[src/hdl/permutation_cycle_decompose_assert.svh]
// ----------------------------------------------------------------------------
// Assertion macros for the permutation cycle decomposer
// Clocked on i_clk, disabled while i_rst_n is low.
// ----------------------------------------------------------------------------
`ifndef PERMUTATION_CYCLE_DECOMPOSE_ASSERT_SVH
`define PERMUTATION_CYCLE_DECOMPOSE_ASSERT_SVH

// same-cycle implication
`define PCD_ASSERT_NOW(lbl, ante, cons, msg) \
    lbl: assert property (@(posedge i_clk) disable iff (!i_rst_n) \
        (ante) |-> (cons)) else $error(msg);

// next-cycle implication
`define PCD_ASSERT_NEXT(lbl, ante, cons, msg) \
    lbl: assert property (@(posedge i_clk) disable iff (!i_rst_n) \
        (ante) |=> (cons)) else $error(msg);

`endif

[src/hdl/pcd_pkg.sv]
// ----------------------------------------------------------------------------
// pcd_pkg
// Field widths and result status codes of the permutation cycle decomposer.
// ----------------------------------------------------------------------------
`timescale 1ns / 1ps
`default_nettype none

package pcd_pkg;

    localparam int ELEM_W   = 8;   // loaded value
    localparam int CELEM_W  = 5;   // emitted index
    localparam int STAT_W   = 2;
    localparam int IDATA_W  = 8;
    localparam int ODATA_W  = 8;
    localparam int OUSER_W  = 3;

    typedef logic [STAT_W-1:0] t_status;

    localparam t_status ST_OK       = 2'd0;
    localparam t_status ST_BAD_VAL  = 2'd1;
    localparam t_status ST_OVERFLOW = 2'd2;

endpackage

`default_nettype wire

[src/hdl/pcd_bitmap.sv]
// ----------------------------------------------------------------------------
// pcd_bitmap
// One flag per index: single-bit set, whole-map clear, one test port.
// ----------------------------------------------------------------------------
`timescale 1ns / 1ps
`default_nettype none

module pcd_bitmap #(
    parameter int DEPTH = 32,
    parameter int AW    = 5
) (
    input  wire logic          i_clk,
    input  wire logic          i_rst_n,
    input  wire logic          i_clr,
    input  wire logic          i_set,
    input  wire logic [AW-1:0] i_set_addr,
    input  wire logic [AW-1:0] i_tst_addr,
    output logic               o_tst
);

    logic [DEPTH-1:0] r_map;

    always_ff @(posedge i_clk) begin
        if (!i_rst_n || i_clr) begin
            r_map <= '0;
        end else if (i_set) begin
            r_map[i_set_addr] <= 1'b1;
        end
    end

    // addresses at or beyond DEPTH read as clear
    assign o_tst = (32'(i_tst_addr) < 32'(DEPTH)) ? r_map[i_tst_addr] : 1'b0;

endmodule

`default_nettype wire

[src/hdl/permutation_cycle_decompose.sv]
// Sequence: one element per load beat; after the final beat, each element is read, then
//   range and duplicate tested; the scan then finds each unvisited start and the walk
//   reads, then emits, each index. Sequential: no new set is taken until the last result
//   is registered; output stalls hold the walk. Read states serve the registered value store.
// Errors: a single result beat, with tlast set, in place of the walk.
// Reset: synchronous, active low; clears sequencer, element count, overflow, both flag maps.
`timescale 1ns / 1ps
`default_nettype none

// ----------------------------------------------------------------------------
// permutation_cycle_decompose
// Loads a permutation one beat per element, validates it and emits its cycles or an error beat.
// ----------------------------------------------------------------------------
module permutation_cycle_decompose #(
    parameter int MAX_LEN = 32
) (
    input  wire logic                          i_clk,
    input  wire logic                          i_rst_n,
    // slave side
    input  wire logic                          i_s_axis_tvalid,
    output logic                               o_s_axis_tready,
    input  wire logic [pcd_pkg::IDATA_W-1:0]   i_s_axis_tdata,  // [7:0] element_value
    input  wire logic                          i_s_axis_tlast,  // is_final
    // master side
    output logic                               o_m_axis_tvalid,
    input  wire logic                          i_m_axis_tready,
    output logic [pcd_pkg::ODATA_W-1:0]        o_m_axis_tdata,  // [4:0] cycle_element, [7:5] 0
    output logic [pcd_pkg::OUSER_W-1:0]        o_m_axis_tuser,  // [0] closes_cycle, [2:1] status
    output logic                               o_m_axis_tlast   // run_last
);

    import pcd_pkg::*;

    localparam int IW = (MAX_LEN > 1) ? $clog2(MAX_LEN) : 1;   // index width
    localparam int CW = $clog2(MAX_LEN + 1);                    // count width

    // sequencer states
    localparam logic [2:0] S_LOAD   = 3'd0;
    localparam logic [2:0] S_CHK_RD = 3'd1;  // read stored value
    localparam logic [2:0] S_CHK_TS = 3'd2;  // range + duplicate test
    localparam logic [2:0] S_ERR    = 3'd3;  // single error beat
    localparam logic [2:0] S_SCAN   = 3'd4;  // find next unvisited start
    localparam logic [2:0] S_W_RD   = 3'd5;  // read image of current index
    localparam logic [2:0] S_W_EMIT = 3'd6;  // emit current index

    logic [2:0]    r_state, n_state;
    logic [CW-1:0] r_count, n_count;    // elements held
    logic          r_ovf,   n_ovf;
    logic [CW-1:0] r_len,   n_len;
    logic [IW-1:0] r_idx,   n_idx;      // check index
    logic [IW-1:0] r_i,     n_i;        // outer scan index
    logic [IW-1:0] r_j,     n_j;        // walk index
    logic [CW-1:0] r_emit,  n_emit;     // results emitted in this set
    t_status       r_err,   n_err;

    // value store: written during load, read at one address per cycle
    logic [ELEM_W-1:0] r_mem [MAX_LEN];
    logic [ELEM_W-1:0] r_rdata;
    logic [IW-1:0]     rd_addr;
    logic              mem_we;

    // output register
    logic                r_out_valid, n_out_valid;
    logic [CELEM_W-1:0]  r_out_elem,  n_out_elem;
    logic                r_out_close, n_out_close;
    t_status             r_out_stat,  n_out_stat;
    logic                r_out_last,  n_out_last;
    logic                out_free;

    // flag maps
    logic          clr_maps;
    logic          seen_set, seen_hit;
    logic          vis_set,  vis_hit;
    logic [IW-1:0] vis_tst_addr;

    logic          s_beat;
    logic [IW-1:0] nxt;
    logic          in_range;
    logic          closes;
    logic          is_last;
    logic          emit_now;

    assign s_beat   = i_s_axis_tvalid && o_s_axis_tready;
    assign out_free = !r_out_valid || i_m_axis_tready;
    assign nxt      = r_rdata[IW-1:0];
    assign in_range = r_rdata < ELEM_W'(r_len);
    // the visited mark of the current index is registered, so nxt == r_j is what closes a self-loop
    assign closes   = vis_hit || (nxt == r_j);
    assign is_last  = (r_emit == r_len - CW'(1));
    assign emit_now = (r_state == S_W_EMIT) && out_free;
    assign mem_we   = s_beat && (r_count < CW'(MAX_LEN));
    assign rd_addr  = (r_state == S_CHK_RD) ? r_idx : r_j;
    assign vis_tst_addr = (r_state == S_SCAN) ? r_i : nxt;

    pcd_bitmap #(.DEPTH(MAX_LEN), .AW(IW)) u_seen (
        .i_clk      (i_clk),
        .i_rst_n    (i_rst_n),
        .i_clr      (clr_maps),
        .i_set      (seen_set),
        .i_set_addr (r_rdata[IW-1:0]),
        .i_tst_addr (r_rdata[IW-1:0]),
        .o_tst      (seen_hit)
    );

    pcd_bitmap #(.DEPTH(MAX_LEN), .AW(IW)) u_visited (
        .i_clk      (i_clk),
        .i_rst_n    (i_rst_n),
        .i_clr      (clr_maps),
        .i_set      (vis_set),
        .i_set_addr (r_j),
        .i_tst_addr (vis_tst_addr),
        .o_tst      (vis_hit)
    );

    always_ff @(posedge i_clk) begin
        if (mem_we) begin
            r_mem[r_count[IW-1:0]] <= i_s_axis_tdata;
        end
        r_rdata <= r_mem[rd_addr];
    end

    always_comb begin
        n_state     = r_state;
        n_count     = r_count;
        n_ovf       = r_ovf;
        n_len       = r_len;
        n_idx       = r_idx;
        n_i         = r_i;
        n_j         = r_j;
        n_emit      = r_emit;
        n_err       = r_err;
        n_out_valid = r_out_valid && !i_m_axis_tready;
        n_out_elem  = r_out_elem;
        n_out_close = r_out_close;
        n_out_stat  = r_out_stat;
        n_out_last  = r_out_last;
        clr_maps    = 1'b0;
        seen_set    = 1'b0;
        vis_set     = 1'b0;

        case (r_state)
            S_LOAD: begin
                if (s_beat) begin
                    if (r_count < CW'(MAX_LEN)) begin
                        n_count = r_count + CW'(1);
                    end else begin
                        n_ovf = 1'b1;
                    end
                    if (i_s_axis_tlast) begin
                        if (r_ovf || (r_count == CW'(MAX_LEN))) begin
                            n_err   = ST_OVERFLOW;
                            n_state = S_ERR;
                        end else begin
                            n_len   = r_count + CW'(1);
                            n_idx   = '0;
                            n_state = S_CHK_RD;
                        end
                    end
                end
            end
            S_CHK_RD: begin
                n_state = S_CHK_TS;
            end
            S_CHK_TS: begin
                if (!in_range || seen_hit) begin
                    n_err   = ST_BAD_VAL;
                    n_state = S_ERR;
                end else begin
                    seen_set = 1'b1;
                    if (CW'(r_idx) == r_len - CW'(1)) begin
                        n_i     = '0;
                        n_emit  = '0;
                        n_state = S_SCAN;
                    end else begin
                        n_idx   = r_idx + IW'(1);
                        n_state = S_CHK_RD;
                    end
                end
            end
            S_ERR: begin
                if (out_free) begin
                    n_out_valid = 1'b1;
                    n_out_elem  = '0;
                    n_out_close = 1'b0;
                    n_out_stat  = r_err;
                    n_out_last  = 1'b1;
                    clr_maps    = 1'b1;
                    n_count     = '0;
                    n_ovf       = 1'b0;
                    n_state     = S_LOAD;
                end
            end
            S_SCAN: begin
                if (vis_hit) begin
                    n_i = r_i + IW'(1);
                end else begin
                    n_j     = r_i;
                    n_state = S_W_RD;
                end
            end
            S_W_RD: begin
                n_state = S_W_EMIT;
            end
            S_W_EMIT: begin
                if (out_free) begin
                    n_out_valid = 1'b1;
                    n_out_elem  = CELEM_W'(r_j);
                    n_out_close = closes;
                    n_out_stat  = ST_OK;
                    n_out_last  = is_last;
                    vis_set     = 1'b1;
                    n_emit      = r_emit + CW'(1);
                    if (is_last) begin
                        clr_maps = 1'b1;
                        n_count  = '0;
                        n_ovf    = 1'b0;
                        n_state  = S_LOAD;
                    end else if (closes) begin
                        n_state = S_SCAN;
                    end else begin
                        n_j     = nxt;
                        n_state = S_W_RD;
                    end
                end
            end
            default: begin
                n_state = S_LOAD;
            end
        endcase
    end

    always_ff @(posedge i_clk) begin
        if (!i_rst_n) begin
            r_state     <= S_LOAD;
            r_count     <= '0;
            r_ovf       <= 1'b0;
            r_out_valid <= 1'b0;
        end else begin
            r_state     <= n_state;
            r_count     <= n_count;
            r_ovf       <= n_ovf;
            r_out_valid <= n_out_valid;
        end
    end

    always_ff @(posedge i_clk) begin
        r_len       <= n_len;
        r_idx       <= n_idx;
        r_i         <= n_i;
        r_j         <= n_j;
        r_emit      <= n_emit;
        r_err       <= n_err;
        r_out_elem  <= n_out_elem;
        r_out_close <= n_out_close;
        r_out_stat  <= n_out_stat;
        r_out_last  <= n_out_last;
    end

    assign o_s_axis_tready = (r_state == S_LOAD);
    assign o_m_axis_tvalid = r_out_valid;
    assign o_m_axis_tdata  = ODATA_W'(r_out_elem);
    assign o_m_axis_tuser  = {r_out_stat, r_out_close};
    assign o_m_axis_tlast  = r_out_last;

    // ------------------------------------------------------------------------
    // checks
    // ------------------------------------------------------------------------
`include "permutation_cycle_decompose_assert.svh"

    // an error result always ends its run
    `PCD_ASSERT_NOW(a_err_is_last, r_out_valid && r_out_stat != ST_OK, r_out_last, "no tlast")
    // the walk never emits more indices than the set holds
    `PCD_ASSERT_NOW(a_emit_bound, r_state == S_W_EMIT, r_emit < r_len, "emit past set")
    // walk index stays inside the loaded set
    `PCD_ASSERT_NOW(a_walk_in_set, r_state == S_W_RD, CW'(r_j) < r_len, "walk index outside set")
    // once the last result is registered, the block is back to loading
    `PCD_ASSERT_NEXT(a_last_to_load, emit_now && is_last, r_state == S_LOAD, "no return to load")

endmodule

`default_nettype wire

[config.mk]
export PLATFORM = sky130hd
export DESIGN_NAME = permutation_cycle_decompose
export DESIGN_NICKNAME = d
export VERILOG_FILES = /design/src/hdl/pcd_pkg.sv /design/src/hdl/pcd_bitmap.sv /design/src/hdl/permutation_cycle_decompose.sv
export VERILOG_INCLUDE_DIRS = /design/src /design/src/hdl
export SDC_FILE = /design/constraint.sdc
export NUM_CORES = 1
export LEC_CHECK = 0
export ABC_AREA = 1
export BUFFER_PORTS_ARGS = -buffer_cell sky130_fd_sc_hd__buf_2
export CAP_MARGIN = 40
export CORE_ASPECT_RATIO = 1.2
export CORE_MARGIN = 5
export CORE_UTILIZATION = 55
export CTS_CLUSTER_DIAMETER = 100
export DETAILED_ROUTE_END_ITERATION = 8
export HOLD_SLACK_MARGIN = 0.1
export PLACE_DENSITY_LB_ADDON = 0.25
export SETUP_SLACK_MARGIN = 0.15
export SLEW_MARGIN = 20
export SYNTH_ARGS = -nofsm -noshare
export SYNTH_HDL_FRONTEND = slang
export SYNTH_HIERARCHICAL = 1
export SYNTH_SLANG_ARGS = --single-unit
[constraint.sdc]
create_clock -name i_clk -period 3.2 [get_ports i_clk]
set_input_delay 0.32 -clock i_clk [delete_from_list [all_inputs] [get_ports i_clk]]
set_output_delay 0.32 -clock i_clk [all_outputs]
set_load 0.02 [all_outputs]
==> parameters.txt <==
Parameter                              Value

Run status
  Result of the run ... finished, final reports clean

Yosys
  Count of synthesis-stage warnings from yosys ... 6
  Netlist area before placement ... approximately 0.017 mm^2
  Mean instance size in the synthesized netlist ... 9.85 um^2
  Leading area contributor after synthesis ... sky130_fd_sc_hd__edfxtp_1
  Register area share after synthesis ... a little under two thirds
  Yosys cell types ... 33
  Post-synth top cells ... sky130_fd_sc_hd__nand2_1 (328), sky130_fd_sc_hd__edfxtp_1 (294), sky130_fd_sc_hd__nor2_1 (169)
  Number of enable-type register cells in the synthesized netlist ... 294
  Fraction of synthesized cell area taken by the top area cell type ... a little over half
  Post-synthesis register bit count ... 377
  Most common cell in the synthesized netlist ... sky130_fd_sc_hd__nand2_1
  Dominant cells by area after synthesis ... sky130_fd_sc_hd__edfxtp_1 (54%), sky130_fd_sc_hd__dfxtp_1 (10%), sky130_fd_sc_hd__nand2_1 (7.5%)
  Top flip-flop cell by instance count after synthesis ... sky130_fd_sc_hd__edfxtp_1
  Proportion of synthesized flip-flops having asynchronous set or reset ... 0%
  Count of mapped cells out of synthesis ... 1676

Critical path
  Endpoint of the most critical register-to-register path ... r_i[4]
  Launching element of the worst setup path ... r_state[0]
  Cell breakdown of the critical path ... inv_1 > nand2_1 > nor2_1 > inv_2 > nor2_1 > a21oi_2 > buf_12 > inv_4 > nand2_1 > nand3_1 > nand3_1 > nand2_1 > nand2_1 > nand2_1 > nand2_1 > nand2_1 > inv_1 > nor2_1 > inv_1 > o21ai_1
  Most numerous cell on the critical path ... sky130_fd_sc_hd__nand2_1
  Critical path peak fanout ... 17
  Number of cells on the critical path ... 20
  Crit-path max cell delay ... just over 0.3 ns
  Capture point of the worst path ... r_i[4]
  Reg2Reg Setup Slack ... 0.39 ns
  Number of cells on the worst reg-to-reg path ... 20
  CP required ... 3.37 ns
  Slowest stage cell on the critical path ... sky130_fd_sc_hd__dfxtp_1
  Crit Reg-Reg Startpoint ... r_state[0]
  Kind of cell adding the most delay to the critical path ... simple AND/OR/NAND/NOR gates
  Worst setup EP type ... flop
  Data arrival time of the worst path ... slightly below 3 ns
  Nature of the critical path startpoint ... flop
  Path type of the worst setup path ... flop to flop
  Buffers & Inverters on Critical Path ... 6

Route
  Count of unresolved DRC violations after routing ... 0
  Routed wire per std cell ... approximately 18 um
  DRT antenna net count ... 0
  Pre-Repair DR Iteration Count ... 6
  Post-detailed-routing wire length ... 38200 um
  Number of vias per cell after detailed routing ... 5.58
  Detailed-route via count ... between 10000 and 15000
  Iter 0 DRT Violations ... around 1200

STA
  Final hold violation count ... 0
  Worst slew margin ... 48.4%
  Setup repair after global routing missed its margin ... no
  Post-Route Setup TNS ... 0 ns
  Transition at the pin with the smallest max-transition slack ... approximately 0.77 ns
  Ratio of final minimum period to clock period ... 87.8%
  Clock period minus final worst setup slack ... between 2 and 3 ns
  Timing-limited maximum frequency ... 0.356 GHz
  Final Skew ... 0.0237 ns
  Count of final max-slew check failures ... 0
  Setup-failing EPs final ... 0

CTS
  Number of CTS-inserted buffers ... 39
  Clock Pin Slew Worst Setup and Hold Paths ... 0.06 ns
  Max Buffers Root-to-Sink ... 3
  Later-pin clock latency in the skew report ... 0.54 ns
  Number of sinks on the clock net ... 377
  Buffer cell driving the clock tree root ... sky130_fd_sc_hd__clkbuf_16
  Hold buffer count at CTS ... 0
  Number of H-tree levels ... 2
  Setup Buffers After CTS ... 0
  Clock tree from TritonCTS ... yes

Placement
  Last weighted congestion value of the routability-driven placer ... 0.908
  Placed Cells incl. Taps ... about 2100
  Placed instance area ... 0.0173 mm^2
  DP Wirelength ... roughly 25000 um
  Number of buffers inserted by port buffering ... 23

Floorplanning
  DIE AREA ... between 0.03 and 0.04 mm^2
  Num rows ... 69
  Die width ... 168 um
  Die extent in y ... about 200 um
  Total I/O pin count ... 27
  Initial core utilization ... ~56%
  Area of the core ... 0.0296 mm^2

Layout
  Final design area excluding fillers ... 0.0185 mm^2
  Share of post-route cells with drive strength above 1 ... 9.58%
  Non-filler instance count after layout ... roughly 2200
  Final antenna diode count ... 0
  Nets ... 1761
  Fill cells ... between 2000 and 2500
  Area growth syn-to-layout ... 11.9%
  Post-Route Utilization ... 62.4%
  Multi-input gate area in the final layout ... a little under 0.005 mm^2
  Sequential cell area in the final layout ... approximately 0.010 mm^2

Global route
  Maximum number of pins on one net before global-route repair ... 129
  Initial antenna violation count ... 0
  Total grt overflow ... 0
  Vias in the first global route ... 11500
  Overall Global Routing Usage ... 22.7%
  Wire length of the first global-routing pass ... 60700 um

Pwr
  Final total power ... 11.5 mW
  Maximum vdd drop ... 0.542 mV
  Leakage dissipation ... 7.19 nW
  Power density relative to cell area ... approximately 620 mW/mm^2

Min path
  Hold crit path type ... primary input to flop
  Hold path cells ... 3

Job
  Count of maximum capacitance violations ... 0
## worst reg2reg max path: stages, from the launching register on
cell and delay, ns:
sky130_fd_sc_hd__dfxtp_1 0.31, sky130_fd_sc_hd__inv_1 0.11, sky130_fd_sc_hd__nand2_1 0.08, sky130_fd_sc_hd__nor2_1 0.16, sky130_fd_sc_hd__inv_2 0.12, sky130_fd_sc_hd__nor2_1 0.17
sky130_fd_sc_hd__a21oi_2 0.07, sky130_fd_sc_hd__buf_12 0.16, sky130_fd_sc_hd__inv_4 0.15, sky130_fd_sc_hd__nand2_1 0.08, sky130_fd_sc_hd__nand3_1 0.07, sky130_fd_sc_hd__nand3_1 0.06
sky130_fd_sc_hd__nand2_1 0.07, sky130_fd_sc_hd__nand2_1 0.04, sky130_fd_sc_hd__nand2_1 0.08, sky130_fd_sc_hd__nand2_1 0.04, sky130_fd_sc_hd__nand2_1 0.10, sky130_fd_sc_hd__inv_1 0.06
sky130_fd_sc_hd__nor2_1 0.14, sky130_fd_sc_hd__inv_1 0.09, sky130_fd_sc_hd__o21ai_1 0.28
## cell usage in the layout (no fill, tap or decap), drive strengths merged, types with 5 or more instances in the layout
cell type / n
buf: 88
xor2: 5
nand4: 6
clkinv: 15
xnor2: 6
clkbuf: 53
nand2: 331
edfxtp: 294
nor2: 169
inv: 179
a21oi: 149
dfxtp: 83
o21ai: 147
ha: 13
nand3: 160
nor3: 30
o211ai: 26
## final cells by class
class / count / area share, %
tap: 390 / 2.64
clock buffer: 53 / 5.68
sequential: 377 / 56.8
multi-input combinational: 1050 / 26.8
inverter: 179 / 3.67
timing repair buffer: 88 / 3.64
clock inverter: 17 / 0.745
## what timing repair did
item / 4_1_cts / 5_1_grt
gates resized for setup: 0 / 4
setup endpoints to repair: 0 / 12
endpoints found under the hold margin: 0 / 0
## power by group
part           switching (mW)  internal (mW)  total [mW]
clock                    1.77           2.46        4.23
combinational            1.23          0.547        1.78
sequential              0.103           5.40        5.50
total                    3.11           8.40        11.5
## sequential cells by signal (all words and copies together), names as in the netlist, 6 cells and up
register,count
u_visited/r_map,32
r_len,6
r_emit,6
r_count,6
r_rdata,8
r_mem,256
u_seen/r_map,32
## worst min-delay path by stage
stage                        from            endpoint  slack [ns]
6_report                  i_rst_n          r_count[4]        0.13
5_1_grt                   i_rst_n          r_count[4]        0.14
4_1_cts                   i_rst_n          r_count[4]        0.11
3_5_place_dp   u_visited/r_map[6]  u_visited/r_map[6]        0.45
3_3_place_gp     u_seen/r_map[15]    u_seen/r_map[15]        0.45
2_1_floorplan   i_s_axis_tdata[0]         r_mem[0][0]        0.42
## cell families (layout without fill, tap and decap cells)
group | Yosys count | after routing | synth area share, %
buffers and inverters | 251 | 337 | 6.58
and+or+nand+nor | 699 | 699 | 17.9
other | 1 | 3 | 0.0227
AOI/OAI and AO/OA | 324 | 324 | 10.3
xor gates and xnor gates | 11 | 11 | 0.584
adders and majority gates | 13 | 13 | 0.986
DFF | 377 | 377 | 63.6
## per-stage QoR
| step | hold WS [ns] | setup WS [ns] |
|---|---|---|
| floorplan | 0.419 | 0.600 |
| global placement | 0.447 | 0.345 |
| detailed placement | 0.455 | 0.364 |
| CTS | 0.112 | 0.337 |
| global route | 0.144 | 0.143 |
| finish | 0.127 | 0.390 |
## per-layer routing
layer,routed length (um),global-route usage [%],vias up,share of wire (%)
li1,-,-,5821,-
met1,15300,28.5,5696,40
met2,19600,40.9,417,51
met3,2170,3.15,89,5.7
met4,1200,7.73,0,3.1
met5,0,0,-,0
Power figures use the tool's default switching activity.
